**src/hw/rtl/four_key_debounce_hold_repeat_defines.svh**
```systemverilog
// Assertion macros used by the key lane RTL.
`ifndef FOUR_KEY_DEBOUNCE_HOLD_REPEAT_DEFINES_SVH
`define FOUR_KEY_DEBOUNCE_HOLD_REPEAT_DEFINES_SVH

// Same-cycle implication, sampled on clk_i, off while rst_ni is low.
`define FKDHR_ASSERT(lbl, ante, cons) \
  lbl: assert property (@(posedge clk_i) disable iff (!rst_ni) (ante) |-> (cons)) \
    else $error("fkdhr assertion failed");

// Next-cycle implication, sampled on clk_i, off while rst_ni is low.
`define FKDHR_ASSERT_NEXT(lbl, ante, cons) \
  lbl: assert property (@(posedge clk_i) disable iff (!rst_ni) (ante) |=> (cons)) \
    else $error("fkdhr assertion failed");

`endif

```
**src/hw/rtl/fkdhr_pkg.sv**
```systemverilog
// Package: constants and types of the four-key debounce/hold/repeat block.
package fkdhr_pkg;

  localparam int unsigned KEY_COUNT   = 4;
  localparam int unsigned COUNT_WIDTH = 8;
  localparam int unsigned CFG_WIDTH   = 8;
  localparam int unsigned CFG_IDX_W   = 3;
  localparam int unsigned PIN_WIDTH   = 8;

  localparam logic [COUNT_WIDTH-1:0] CNT_SAT = {{(COUNT_WIDTH-1){1'b1}}, 1'b0};

  // key phase codes
  localparam logic [1:0] PH_IDLE      = 2'd0;
  localparam logic [1:0] PH_DEBOUNCE  = 2'd1;
  localparam logic [1:0] PH_CONFIRMED = 2'd2;
  localparam logic [1:0] PH_RELEASE   = 2'd3;

  // configuration register indexes
  localparam logic [CFG_IDX_W-1:0] REG_HOLD_SET    = 3'd0;
  localparam logic [CFG_IDX_W-1:0] REG_HOLD_TEST   = 3'd1;
  localparam logic [CFG_IDX_W-1:0] REG_HOLD_MEM    = 3'd2;
  localparam logic [CFG_IDX_W-1:0] REG_HOLD_EARCAP = 3'd3;
  localparam logic [CFG_IDX_W-1:0] REG_DEBOUNCE    = 3'd4;
  localparam logic [CFG_IDX_W-1:0] REG_GAP         = 3'd5;
  localparam logic [CFG_IDX_W-1:0] REG_REP_EN      = 3'd6;

  localparam logic [COUNT_WIDTH-1:0] HOLD_RST     = 8'd150;
  localparam logic [COUNT_WIDTH-1:0] DEBOUNCE_RST = 8'd3;
  localparam logic [COUNT_WIDTH-1:0] GAP_RST      = 8'd10;

  // per-key flags
  typedef struct packed {
    logic press;
    logic hold;
    logic rep;
    logic rel;
  } fkdhr_flags_t;

  // per-key scan controls
  typedef struct packed {
    logic tick;
    logic down;
    logic rel_ack;
    logic hld_ack;
    logic clr;
  } fkdhr_tick_t;

  // per-key settings
  typedef struct packed {
    logic [COUNT_WIDTH-1:0] hold_cnt;
    logic [COUNT_WIDTH-1:0] dbc;
    logic [COUNT_WIDTH-1:0] gap;
    logic                   rep_en;
  } fkdhr_lcfg_t;

endpackage

```
**src/hw/rtl/fkdhr_ifs.sv**
```systemverilog
// Valid/ready channel interfaces for scan ticks and flag results.
interface fkdhr_in_if;
  import fkdhr_pkg::*;
  logic                 valid;
  logic                 ready;
  logic [PIN_WIDTH-1:0] port_pins;
  logic                 earcap_pin;
  logic [KEY_COUNT-1:0] release_ack;
  logic [KEY_COUNT-1:0] hold_ack;
  logic                 clear_all;

  modport source (output valid, port_pins, earcap_pin, release_ack, hold_ack, clear_all,
                  input ready);
  modport sink (input valid, port_pins, earcap_pin, release_ack, hold_ack, clear_all,
                output ready);
endinterface

interface fkdhr_out_if;
  import fkdhr_pkg::*;
  logic                 valid;
  logic                 ready;
  logic [KEY_COUNT-1:0] press_flags;
  logic [KEY_COUNT-1:0] hold_flags;
  logic [KEY_COUNT-1:0] repeat_flags;
  logic [KEY_COUNT-1:0] release_flags;

  modport source (output valid, press_flags, hold_flags, repeat_flags, release_flags,
                  input ready);
  modport sink (input valid, press_flags, hold_flags, repeat_flags, release_flags,
                output ready);
endinterface

```
**src/hw/rtl/fkdhr_lane.sv**
```systemverilog
// One key lane: phase machine, hold counter and the key's four flags.
`include "four_key_debounce_hold_repeat_defines.svh"

module fkdhr_lane (
  input  logic                   clk_i,
  input  logic                   rst_ni,
  input  fkdhr_pkg::fkdhr_tick_t tick_i,
  input  fkdhr_pkg::fkdhr_lcfg_t cfg_i,
  output fkdhr_pkg::fkdhr_flags_t flags_o
);
  import fkdhr_pkg::*;

  logic [1:0]             phase_q, phase_d, phase_a;
  logic [COUNT_WIDTH-1:0] cnt_q, cnt_d, cnt_a, cnt_inc, cnt_c;
  fkdhr_flags_t           flags_q, flags_d, flags_a;

  always_comb begin
    // acknowledges and clear come first
    flags_a     = flags_q;
    flags_a.rel = flags_q.rel & ~tick_i.rel_ack;
    flags_a.hold = flags_q.hold & ~tick_i.hld_ack;
    cnt_a       = tick_i.hld_ack ? '0 : cnt_q;
    phase_a     = phase_q;
    if (tick_i.clr) begin
      flags_a = '0;
      phase_a = PH_IDLE;
    end

    cnt_inc = cnt_a + 1'b1;
    cnt_c   = (cnt_a < CNT_SAT) ? cnt_inc : cnt_a;

    phase_d = phase_a;
    cnt_d   = cnt_a;
    flags_d = flags_a;
    unique case (phase_a)
      PH_IDLE: begin
        if (tick_i.down) begin
          cnt_d   = '0;
          phase_d = PH_DEBOUNCE;
        end
      end
      PH_DEBOUNCE: begin
        if (tick_i.down) begin
          cnt_d = cnt_inc;
          if (cnt_inc > cfg_i.dbc) begin
            phase_d       = PH_CONFIRMED;
            flags_d.press = 1'b1;
          end
        end else begin
          phase_d = PH_IDLE;
        end
      end
      PH_CONFIRMED: begin
        if (tick_i.down) begin
          cnt_d = cnt_c;
          if (cnt_c > cfg_i.hold_cnt) begin
            flags_d.hold = 1'b1;
            if (cfg_i.rep_en) begin
              flags_d.rep = 1'b1;
              cnt_d       = cfg_i.hold_cnt - cfg_i.gap;
            end
          end
        end else begin
          phase_d = PH_RELEASE;
        end
      end
      default: begin
        if (!tick_i.down) begin
          flags_d.press = 1'b0;
          flags_d.hold  = 1'b0;
          flags_d.rep   = 1'b0;
          flags_d.rel   = 1'b1;
          phase_d       = PH_IDLE;
        end
      end
    endcase
  end

  always_ff @(posedge clk_i or negedge rst_ni) begin
    if (!rst_ni) begin
      phase_q <= PH_IDLE;
      cnt_q   <= '0;
      flags_q <= '0;
    end else if (tick_i.tick) begin
      phase_q <= phase_d;
      cnt_q   <= cnt_d;
      flags_q <= flags_d;
    end
  end

  assign flags_o = flags_q;

  `FKDHR_ASSERT(a_no_press_unconfirmed, phase_q == PH_IDLE || phase_q == PH_DEBOUNCE, !flags_q.press)
  `FKDHR_ASSERT(a_hold_needs_press, flags_q.hold, flags_q.press)
  `FKDHR_ASSERT(a_rep_needs_press, flags_q.rep, flags_q.press)
  `FKDHR_ASSERT_NEXT(a_clr_to_idle, tick_i.tick && tick_i.clr && !tick_i.down, phase_q == PH_IDLE)

endmodule

```
**src/hw/rtl/fkdhr_merge.sv**
```systemverilog
// Merge stage: gathers lane flags into result masks and runs the output handshake.
module fkdhr_merge (
  input  logic                    clk_i,
  input  logic                    rst_ni,
  fkdhr_in_if.sink                in_i,
  fkdhr_out_if.source             out_o,
  input  fkdhr_pkg::fkdhr_flags_t flags_i [fkdhr_pkg::KEY_COUNT],
  output logic                    tick_o
);
  import fkdhr_pkg::*;

  logic out_valid_q, out_valid_d;

  assign in_i.ready  = !out_valid_q || out_o.ready;
  assign tick_o      = in_i.valid && in_i.ready;
  assign out_valid_d = tick_o || (out_valid_q && !out_o.ready);

  always_ff @(posedge clk_i or negedge rst_ni) begin
    if (!rst_ni) begin
      out_valid_q <= 1'b0;
    end else begin
      out_valid_q <= out_valid_d;
    end
  end

  always_comb begin
    for (int unsigned k = 0; k < KEY_COUNT; k++) begin
      out_o.press_flags[k]   = flags_i[k].press;
      out_o.hold_flags[k]    = flags_i[k].hold;
      out_o.repeat_flags[k]  = flags_i[k].rep;
      out_o.release_flags[k] = flags_i[k].rel;
    end
  end

  assign out_o.valid = out_valid_q;

endmodule

```
**src/hw/rtl/four_key_debounce_hold_repeat.sv**
```systemverilog
// Four-key debouncer with long-press and auto-repeat flags. One scan tick
// is one input transaction; the block takes one every clock cycle and shows
// the four flag masks (state after that tick) on the output channel in the
// next cycle. Each key runs in its own lane with a registered update of its
// phase and counter, and the lane flag registers double as the output
// register, so a new tick is taken in the same cycle a waiting result is
// consumed. When the output is stalled, input ready drops. Configuration
// writes are registered and must be made while no result is pending.
module four_key_debounce_hold_repeat (
  input  logic                               clk_i,
  input  logic                               rst_ni,
  input  logic                               cfg_we_i,
  input  logic [fkdhr_pkg::CFG_IDX_W-1:0]    cfg_idx_i,
  input  logic [fkdhr_pkg::CFG_WIDTH-1:0]    cfg_wdata_i,
  fkdhr_in_if.sink                           in_i,
  fkdhr_out_if.source                        out_o
);
  import fkdhr_pkg::*;

  // configuration registers
  logic [COUNT_WIDTH-1:0] hold_cnt_q [KEY_COUNT];
  logic [COUNT_WIDTH-1:0] dbc_q;
  logic [COUNT_WIDTH-1:0] gap_q;
  logic [KEY_COUNT-1:0]   rep_en_q;

  always_ff @(posedge clk_i or negedge rst_ni) begin
    if (!rst_ni) begin
      for (int unsigned k = 0; k < KEY_COUNT; k++) begin
        hold_cnt_q[k] <= HOLD_RST;
      end
      dbc_q    <= DEBOUNCE_RST;
      gap_q    <= GAP_RST;
      rep_en_q <= '0;
    end else if (cfg_we_i) begin
      unique case (cfg_idx_i)
        REG_HOLD_SET:    hold_cnt_q[0] <= cfg_wdata_i;
        REG_HOLD_TEST:   hold_cnt_q[1] <= cfg_wdata_i;
        REG_HOLD_MEM:    hold_cnt_q[2] <= cfg_wdata_i;
        REG_HOLD_EARCAP: hold_cnt_q[3] <= cfg_wdata_i;
        REG_DEBOUNCE:    dbc_q         <= cfg_wdata_i;
        REG_GAP:         gap_q         <= cfg_wdata_i;
        REG_REP_EN:      rep_en_q      <= cfg_wdata_i[KEY_COUNT-1:0];
        default: ;  // unmapped index, write dropped
      endcase
    end
  end

  // pin decode: set, test, mem on port bits 0, 1, 4; earcap on its own pin.
  // all active low.
  logic [KEY_COUNT-1:0] down;
  assign down = {~in_i.earcap_pin, ~in_i.port_pins[4], ~in_i.port_pins[1],
                 ~in_i.port_pins[0]};

  logic         tick;
  fkdhr_tick_t  lane_tick  [KEY_COUNT];
  fkdhr_lcfg_t  lane_cfg   [KEY_COUNT];
  fkdhr_flags_t lane_flags [KEY_COUNT];

  for (genvar k = 0; k < KEY_COUNT; k++) begin : g_lane
    always_comb begin
      lane_tick[k].tick    = tick;
      lane_tick[k].down    = down[k];
      lane_tick[k].rel_ack = in_i.release_ack[k];
      lane_tick[k].hld_ack = in_i.hold_ack[k];
      lane_tick[k].clr     = in_i.clear_all;
      lane_cfg[k].hold_cnt = hold_cnt_q[k];
      lane_cfg[k].dbc      = dbc_q;
      lane_cfg[k].gap      = gap_q;
      lane_cfg[k].rep_en   = rep_en_q[k];
    end

    fkdhr_lane u_lane (
      .clk_i   (clk_i),
      .rst_ni  (rst_ni),
      .tick_i  (lane_tick[k]),
      .cfg_i   (lane_cfg[k]),
      .flags_o (lane_flags[k])
    );
  end

  // combine lane flags into the four result masks
  fkdhr_merge u_merge (
    .clk_i   (clk_i),
    .rst_ni  (rst_ni),
    .in_i    (in_i),
    .out_o   (out_o),
    .flags_i (lane_flags),
    .tick_o  (tick)
  );

endmodule

```
**src/flat_wrapper.sv**
```systemverilog
// flat-port wrapper written by rule: the top's interface ports become plain ports
module four_key_debounce_hold_repeat_flat import fkdhr_pkg::*;
  (clk_i, rst_ni, cfg_we_i, cfg_idx_i, cfg_wdata_i, in_i_valid, in_i_port_pins, in_i_earcap_pin, in_i_release_ack, in_i_hold_ack, in_i_clear_all, in_i_ready, out_o_valid, out_o_press_flags, out_o_hold_flags, out_o_repeat_flags, out_o_release_flags, out_o_ready);
  fkdhr_in_if in_i_i ();
  fkdhr_out_if out_o_i ();
  input  logic clk_i;
  input  logic rst_ni;
  input  logic cfg_we_i;
  input  logic [fkdhr_pkg::CFG_IDX_W-1:0] cfg_idx_i;
  input  logic [fkdhr_pkg::CFG_WIDTH-1:0] cfg_wdata_i;
  input wire logic [$bits(in_i_i.valid)-1:0] in_i_valid;
  input wire logic [$bits(in_i_i.port_pins)-1:0] in_i_port_pins;
  input wire logic [$bits(in_i_i.earcap_pin)-1:0] in_i_earcap_pin;
  input wire logic [$bits(in_i_i.release_ack)-1:0] in_i_release_ack;
  input wire logic [$bits(in_i_i.hold_ack)-1:0] in_i_hold_ack;
  input wire logic [$bits(in_i_i.clear_all)-1:0] in_i_clear_all;
  output wire logic [$bits(in_i_i.ready)-1:0] in_i_ready;
  output wire logic [$bits(out_o_i.valid)-1:0] out_o_valid;
  output wire logic [$bits(out_o_i.press_flags)-1:0] out_o_press_flags;
  output wire logic [$bits(out_o_i.hold_flags)-1:0] out_o_hold_flags;
  output wire logic [$bits(out_o_i.repeat_flags)-1:0] out_o_repeat_flags;
  output wire logic [$bits(out_o_i.release_flags)-1:0] out_o_release_flags;
  input wire logic [$bits(out_o_i.ready)-1:0] out_o_ready;
  assign in_i_i.valid = in_i_valid;
  assign in_i_i.port_pins = in_i_port_pins;
  assign in_i_i.earcap_pin = in_i_earcap_pin;
  assign in_i_i.release_ack = in_i_release_ack;
  assign in_i_i.hold_ack = in_i_hold_ack;
  assign in_i_i.clear_all = in_i_clear_all;
  assign in_i_ready = in_i_i.ready;
  assign out_o_valid = out_o_i.valid;
  assign out_o_press_flags = out_o_i.press_flags;
  assign out_o_hold_flags = out_o_i.hold_flags;
  assign out_o_repeat_flags = out_o_i.repeat_flags;
  assign out_o_release_flags = out_o_i.release_flags;
  assign out_o_i.ready = out_o_ready;
  four_key_debounce_hold_repeat u_core (.clk_i(clk_i), .rst_ni(rst_ni), .cfg_we_i(cfg_we_i), .cfg_idx_i(cfg_idx_i), .cfg_wdata_i(cfg_wdata_i), .in_i(in_i_i), .out_o(out_o_i));
endmodule
```
**config.mk**
```make
export PLATFORM = sky130hd
export DESIGN_NAME = four_key_debounce_hold_repeat_flat
export DESIGN_NICKNAME = d
export VERILOG_FILES = /design/src/hw/rtl/fkdhr_pkg.sv /design/src/hw/rtl/fkdhr_ifs.sv /design/src/hw/rtl/fkdhr_lane.sv /design/src/hw/rtl/fkdhr_merge.sv /design/src/hw/rtl/four_key_debounce_hold_repeat.sv /design/src/flat_wrapper.sv
export VERILOG_INCLUDE_DIRS = /design/src /design/src/hw/rtl
export SDC_FILE = /design/constraint.sdc
export NUM_CORES = 1
export LEC_CHECK = 0
export ABC_AREA = 0
export BUFFER_PORTS_ARGS = -buffer_cell sky130_fd_sc_hd__buf_4
export CAP_MARGIN = 30
export CELL_PAD_IN_SITES_DETAIL_PLACEMENT = 1
export CELL_PAD_IN_SITES_GLOBAL_PLACEMENT = 1
export CORE_UTILIZATION = 30
export CTS_CLUSTER_SIZE = 16
export DETAILED_ROUTE_END_ITERATION = 7
export GPL_TIMING_DRIVEN = 0
export PLACE_DENSITY = 0.64
export SLEW_MARGIN = 10
export SYNTH_ARGS = -nofsm -noshare
export SYNTH_HDL_FRONTEND = slang
export SYNTH_SLANG_ARGS = --single-unit
```
**constraint.sdc**
```tcl
create_clock -name clk_i -period 3.8 [get_ports clk_i]
set_input_delay 0.57 -clock clk_i [delete_from_list [all_inputs] [get_ports clk_i]]
set_output_delay 0.57 -clock clk_i [all_outputs]
set_load 0.02 [all_outputs]
```
==> results by group, run 1 <==
Outcome
  – Status: completed

Critical path
  – Reg2reg start: u_core.g_lane[0].u_lane.cnt_q[0]
  – Reg2reg path depth: 14
  – Largest fanout on the critical path: 11
  – R2R setup slack: 0.20 ns
  – Data required time of the critical path: 4.04 ns
  – Crit. Startpoint: in_i_hold_ack[2]
  – Critical Path End Type: register
  – Critical path capture point: u_core.g_lane[2].u_lane.cnt_q[5]
  – Worst path arrival time: 3.85 ns
  – Worst R2R End: u_core.g_lane[0].u_lane.cnt_q[0]
  – Crit Path Category: input port to register
  – CP Launch Type: input port

Synthesis
  – Top cells by area, synth: dfrtp_1, ha_1, o21ai_0
  – FF+latch count, synth: 109
  – Register area share after synthesis: 29.6%
  – Synth Instances: 1127
  – Simple-Gate Fraction of Synth Area: 19.1%
  – Synth Net Count: 1265
  – Synth warn: 0
  – Cell area after synthesis: 0.00931 mm^2
  – Area share of the largest cell type after synthesis: 23.9%
  – Multiplexer share of the synthesized area: 4.43%
  – Most used DFF post-synth: dfrtp_1
  – Post-synth EDFFs: 0
  – Async set-reset flop share out of synthesis: 100%
  – Mean Syn Cell Area: 8.26 um^2
  – Unique cell type count in the Yosys netlist: 67
  – Synth Area in Compound Gates: 22.8%
  – Synth Area in XOR/XNOR: 4.99%
  – Largest family of logic cells by synthesized area: compound AO/OA/AOI/OAI gates
  – Cell taking the most area after synthesis: dfrtp_1
  – Post-Synth Adder-Cell Area: 14.3%

Finish
  – Share of cells above drive strength 1: 13.8%
  – Design area: 0.0107 mm^2
  – Most common cell after layout, fill and taps aside: o21ai_0
  – Area Growth Syn to Fin: 15.4%
  – Fin cells: 1596
  – ANT cells: 0
  – Final net count: 1333
  – Commonest non-fill, non-tap cells in the layout: o21ai_0, nand2_1, ha_1, dfrtp_1, nor2_1

GRT
  – Initial antenna violation count: 0
  – First-pass GRT wire length: 52600 um
  – Gr ovfl total: 0
  – Largest net degree at the start of global routing: 57
  – Global Route Usage Sum: 21.7%
  – Vias in the first global route: 9124

STA
  – Setup ws final: 0.189 ns
  – Clock skew: 0.0123 ns
  – Peak Freq: 277 MHz
  – Max_slew headroom: 34.6%
  – Final Hold Slack: 0.161 ns
  – Crit path time final: 3.61 ns
  – Slew Viols, Final: 0
  – Hold Vio Cnt, Final: 0
  – Worst slew pin tran: 0.982 ns
  – Endpoints failing setup: 0
  – Final Cycle Share: 95.0%

Place
  – Pre-CTS WS: -1.07 ns
  – IO buf count: 44
  – Routability Congestion: 0.879
  – DP HPWL: 25400 um
  – # placed instances: 1569
  – Post-DP Area: 0.0102 mm^2

Floorplanning
  – Die area: 0.0317 mm^2
  – FP Rows: 64
  – Initial core utilization: 30.4%
  – # IOs: 52
  – Core footprint: 0.0306 mm^2
  – Die Width: 178 um
  – DIE HEIGHT: 178 um

Pwr
  – Max VDD drop: 0.259 mV
  – Pwr/cell area: 457 mW/mm^2
  – Tot Pwr: 4910 uW
  – P_leak: 0.00476 uW

Routing
  – DR vias/cell: 5.53
  – Post-route ant nets: 0
  – Overall routed net length: 33300 um
  – TritonRoute pass-1 iters: 4
  – WL per Instance: 20.9 um
  – 1st-iter DRT viols: 540
  – Drt drc: 0
  – Vias: 8824

Clock network
  – TritonCTS clock tree: built
  – Num CTS Buffers: 9
  – Max Buffers Root-to-Sink: 2
  – Clk sinks: 109
  – CTS clk-pin slew, worst paths: 0.09 ns
  – Worst skew pair latency: 0.37 ns
  – H-tree levels: 3
  – CTS Root Cell: clkbuf_16

Min path
  – Hold/Removal Path Class: input port to async pin

Flow run
  – MaxCap Viol Count: 0
==> state kept, by name, summed over array words and instances (netlist names) <==
name and flops:
u_core.rep_en_q 4, u_core.g_lane.u_lane.flags_o 16, u_core.hold_cnt_q 32, u_core.u_merge.out_o.valid 1, u_core.dbc_q 8, u_core.g_lane.u_lane.cnt_q 32
u_core.g_lane.u_lane.phase_q 8, u_core.gap_q 8
==> critical path, cell delays in order <==
cell and delay, ns:
buf_4 0.16, clkbuf_4 0.21, nor2b_1 0.13, ha_2 0.21
nand3_2 0.15, o21ai_2 0.22, a21oi_4 0.10, or2_2 0.28
ha_1 0.31, nand4_1 0.18, buf_4 0.21, o21ai_2 0.17
o22ai_4 0.11, buf_6 0.18, buf_4 0.14, a2111oi_2 0.37
o21ai_1 0.14
==> routing by layer <==
layer	vias up	part of all wire [%]	GRT usage [%]
li1	4176	-	-
met1	4454	48	30.2
met2	162	46	35.1
met3	32	3.7	2.37
met4	0	2.4	6.64
met5	-	0	0
==> final cells by class <==
cell class / instances / area [um^2]
fillers: 3689 / 19800
multi-input cells: 902 / 6250
flip-flops and latches: 109 / 2760
well taps: 396 / 495
repair buffers: 58 / 457
clock buffers: 12 / 267
inverters: 67 / 251
plain buffers: 48 / 218
clock inverters: 4 / 52.6
==> Yosys cell counts, types with 6 or more instances <==
cell type,instances
a21oi_1,77
clkbuf_1,45
a22oi_1,7
a21o_1,22
dfrtp_1,89
or2_2,15
a211oi_1,9
nand3b_1,6
xor2_1,26
mux2i_1,12
o22ai_1,6
nand4_1,14
nand2b_1,24
o31ai_1,9
ha_1,100
nand3_1,27
or3_1,9
nor2b_1,31
nor2_1,79
o211ai_1,11
o21ai_0,133
nand2_1,109
inv_1,67
xnor2_1,27
dfstp_2,20
o21bai_1,8
o21a_1,6
and2_1,6
mux2_2,26
nor3_1,20
==> per-stage QoR <==
stage / utilization (%) / TNS, ns
after floorplan: - / 0
after global placement: 33.2 / -19.56
after detailed placement: 33.3 / -21.29
after CTS: 34.7 / 0
after global routing: 35.1 / -0.00352
final: 35.1 / 0
==> what timing repair did <==
| item | 4_1_cts | 5_1_grt |
|---|---|---|
| buffers inserted | 6 | 5 |
| resized for setup | 22 | 23 |
| hold buffers | 0 | 0 |
| pin swaps | 4 | 6 |
| setup endpoints to repair | 30 | 24 |
==> how the worst min path moves through the flow <==
stage	startpoint	cells past startpoint	slack [ns]	to
6_report	rst_ni	1	0.16	u_core.g_lane[1].u_lane.cnt_q[4]
5_1_grt	rst_ni	1	0.21	u_core.g_lane[1].u_lane.cnt_q[4]
4_1_cts	rst_ni	1	0.19	u_core.g_lane[1].u_lane.cnt_q[4]
3_5_place_dp	u_core.g_lane[2].u_lane.flags_o[2]	2	0.48	u_core.g_lane[2].u_lane.flags_o[2]
3_3_place_gp	u_core.g_lane[2].u_lane.flags_o[2]	2	0.46	u_core.g_lane[2].u_lane.flags_o[2]
2_1_floorplan	rst_ni	0	0.27	u_core.dbc_q[2]
==> cells by family after synthesis <==
| logic type | count (synthesis) |
|---|---|
| xor+xnor | 53 |
| flops | 109 |
| compound gates | 345 |
| buf+inv | 116 |
| fa+ha+maj | 104 |
| mux | 38 |
| simple gates | 362 |
==> where the power goes <==
part | leakage [uW] | switching (uW) | internal, uW
combinational | 0.00326 | 1310 | 939
sequential | 0.00135 | 199 | 1390
clock | 0.000160 | 504 | 572
total | 0.00476 | 2010 | 2900
Power figures use the tool's default switching activity.
==> run 2: changes to the inputs <==
--- a/config.mk
+++ b/config.mk
@@ -16,6 +16,7 @@
 export DETAILED_ROUTE_END_ITERATION = 7
 export GPL_TIMING_DRIVEN = 0
 export PLACE_DENSITY = 0.64
+export RECOVER_POWER = 100
 export SLEW_MARGIN = 10
 export SYNTH_ARGS = -nofsm -noshare
 export SYNTH_HDL_FRONTEND = slang
==> run 2 against run 1 <==
Against the previous run:
- the run now ends with max-capacitance violations, max-slew violations left
- clock skew about the same
- wire length increased by 0.12%
- critical path depth unchanged
- via count increased by 0.43%
- total power decreased by 0.23%
- worst setup slack improved by 0.0022 ns
- highest routed layer unchanged
- die area unchanged
- non-clock buffer count unchanged
- final cell count unchanged
==> results by group, run 2 (synthesis results as in run 1) <==
Routing
  – Post-route ant nets: 0 (unchanged)
  – Overall routed net length: 33300 um (+0.12%)
  – DR vias/cell: 5.55 (+0.43%)
  – TritonRoute pass-1 iters: 4 (unchanged)
  – 1st-iter DRT viols: 487 (-9.8%)
  – Drt drc: 0 (unchanged)
  – WL per Instance: 20.9 um (+0.12%)
  – Vias: 8862 (+0.43%)

Critical path
  – Largest fanout on the critical path: 11 (unchanged)
  – CP Launch Type: input port
  – Worst path arrival time: 3.85 ns (about the same)
  – Crit Path Category: input port to register
  – Critical Path End Type: register
  – Data required time of the critical path: 4.04 ns (about the same)

STA
  – Worst slew pin tran: 2.85 ns (+1.87 ns)
  – Max_slew headroom: -89.9% (-120 points)
  – Clock skew: 0.0125 ns (+0.000161 ns)
  – Endpoints failing setup: 0 (unchanged)
  – Crit path time final: 3.61 ns (-0.00219 ns)
  – Setup ws final: 0.191 ns (+0.00219 ns)
  – Setup_tns: 0 ns (unchanged)
  – Final Hold Slack: 0.405 ns (+0.244 ns)
  – Slew Viols, Final: 54 (+54)
  – Hold Vio Cnt, Final: 0 (unchanged)
  – Final Cycle Share: 95.0% (about the same)
  – Peak Freq: 277 MHz (about the same)

GRT
  – Initial antenna violation count: 0 (unchanged)
  – Vias in the first global route: 9124 (unchanged)
  – Global Route Usage Sum: 21.7% (unchanged)
  – Gr ovfl total: 0 (unchanged)
  – First-pass GRT wire length: 52600 um (unchanged)
  – Largest net degree at the start of global routing: 57 (unchanged)

Outcome
  – Failing checks: max-capacitance violations, max-slew violations
  – Status: finished, violations left

Finish
  – Area Growth Syn to Fin: 14.6%
  – Fin cells: 1596 (unchanged)
  – Final net count: 1333 (unchanged)
  – Fillers: 3699 (+0.27%)
  – Multi-input gate area: 0.00625 mm^2 (unchanged)
  – Commonest non-fill, non-tap cells in the layout: o21ai_0, nand2_1, ha_1, dfrtp_1, nor2_1
  – ANT cells: 0 (unchanged)
  – Design area: 0.0107 mm^2 (-0.72%)
  – Area taken by flip-flops and latches: 0.00276 mm^2 (unchanged)
  – Share of cells above drive strength 1: 12.0% (-1.8 points)
  – Most common cell after layout, fill and taps aside: o21ai_0

Clock network
  – CTS clk-pin slew, worst paths: 0.09 ns (about the same)
  – Max Buffers Root-to-Sink: 2 (unchanged)
  – H-tree levels: 3 (unchanged)
  – CTS Root Cell: clkbuf_16
  – TritonCTS clock tree: built
  – Worst skew pair latency: 0.37 ns (about the same)
  – Clk sinks: 109 (unchanged)
  – Num CTS Buffers: 9 (unchanged)

Floorplanning
  – Die Width: 178 um (unchanged)
  – Initial core utilization: 30.4% (unchanged)
  – Die area: 0.0317 mm^2 (unchanged)
  – Core footprint: 0.0306 mm^2 (unchanged)
  – DIE HEIGHT: 178 um (unchanged)
  – # IOs: 52 (unchanged)
  – FP Rows: 64 (unchanged)

Place
  – Pre-CTS WS: -1.07 ns (unchanged)
  – DP HPWL: 25400 um (unchanged)
  – Post-DP Area: 0.0102 mm^2 (unchanged)
  – # placed instances: 1569 (unchanged)
  – Routability Congestion: 0.879 (unchanged)
  – IO buf count: 44 (unchanged)

Flow run
  – MaxCap Viol Count: 1 (+1)

Pwr
  – P_leak: 0.00468 uW (-1.9%)
  – Pwr/cell area: 459 mW/mm^2 (+0.50%)
  – Max VDD drop: 0.260 mV (+0.34%)

Min path
  – Hold/Removal Path Class: input port to register
==> run 2: cell count changes in the layout (fill, tap and decap cells not counted), sizes merged <==
cell | previous run | this run
buf | 61 | 39
clkdlybuf4s25 | 0 | 1
clkbuf | 57 | 78
==> run 2: cell type report <==
cell class,instances,share of cell area (%)
multi-input cells,902,58.6
flip-flops and latches,109,25.8
well taps,396,4.64
repair buffers,58,3.55
clock buffers,12,2.50
inverters,67,2.36
plain buffers,48,2.04
clock inverters,4,0.492
==> run 2: repair_timing <==
action                                  in CTS  in global routing
buffers inserted                             6                  5
endpoints found under the setup margin      30                 24
hold buffers                                 0                  0
pin swaps                                    4                  6
cloned                                       0                  0
gates resized for setup                     22                 23
==> run 2: path summary, 6_finish.rpt <==
check / cells after the start / from / slack [ns] / endpoint
min reg2reg: 2 / u_core.g_lane[2].u_lane.flags_o[2] / 0.48 / u_core.g_lane[2].u_lane.flags_o[2]
max in group asynchronous: 1 / rst_ni / 0.65 / u_core.g_lane[3].u_lane.cnt_q[1]
max reg2reg: 15 / u_core.g_lane[2].u_lane.cnt_q[0] / 0.20 / u_core.g_lane[2].u_lane.cnt_q[5]
max: 17 / in_i_hold_ack[2] / 0.19 / u_core.g_lane[2].u_lane.cnt_q[5]
min: 2 / in_i_valid / 0.40 / u_core.u_merge.out_o.valid
min in group asynchronous: 1 / rst_ni / 1.31 / u_core.g_lane[1].u_lane.cnt_q[4]
==> run 2: metal layers <==
metal,global-route usage (%),vias to the layer above,share of wire [%]
met3,2.37,34,3.7
met2,35.1,165,46
met5,0,-,0
met4,6.64,0,2.4
met1,30.2,4486,48
li1,-,4177,-
==> run 2: worst max-delay path, cell delays in order <==
cell	delay, ns
buf_4	0.16
clkbuf_4	0.21
nor2b_1	0.13
ha_2	0.21
nand3_2	0.15
o21ai_2	0.22
a21oi_4	0.10
or2_2	0.28
ha_1	0.31
nand4_1	0.18
buf_4	0.21
o21ai_2	0.17
o22ai_4	0.11
buf_6	0.18
buf_4	0.14
a2111oi_2	0.36
o21ai_1	0.14
==> run 2: report_power, final <==
part | leakage, uW | internal, uW | switching [uW]
logic | 0.00317 | 927 | 1310
registers | 0.00135 | 1390 | 199
clock network | 0.000160 | 572 | 507
==> run 2: through the flow <==
step	power, uW	utilization, %
finish	4900	34.9
global route	5250	34.9
CTS	4910	34.7
detailed placement	3770	33.3
global placement	3680	33.2
floorplan	3070	-
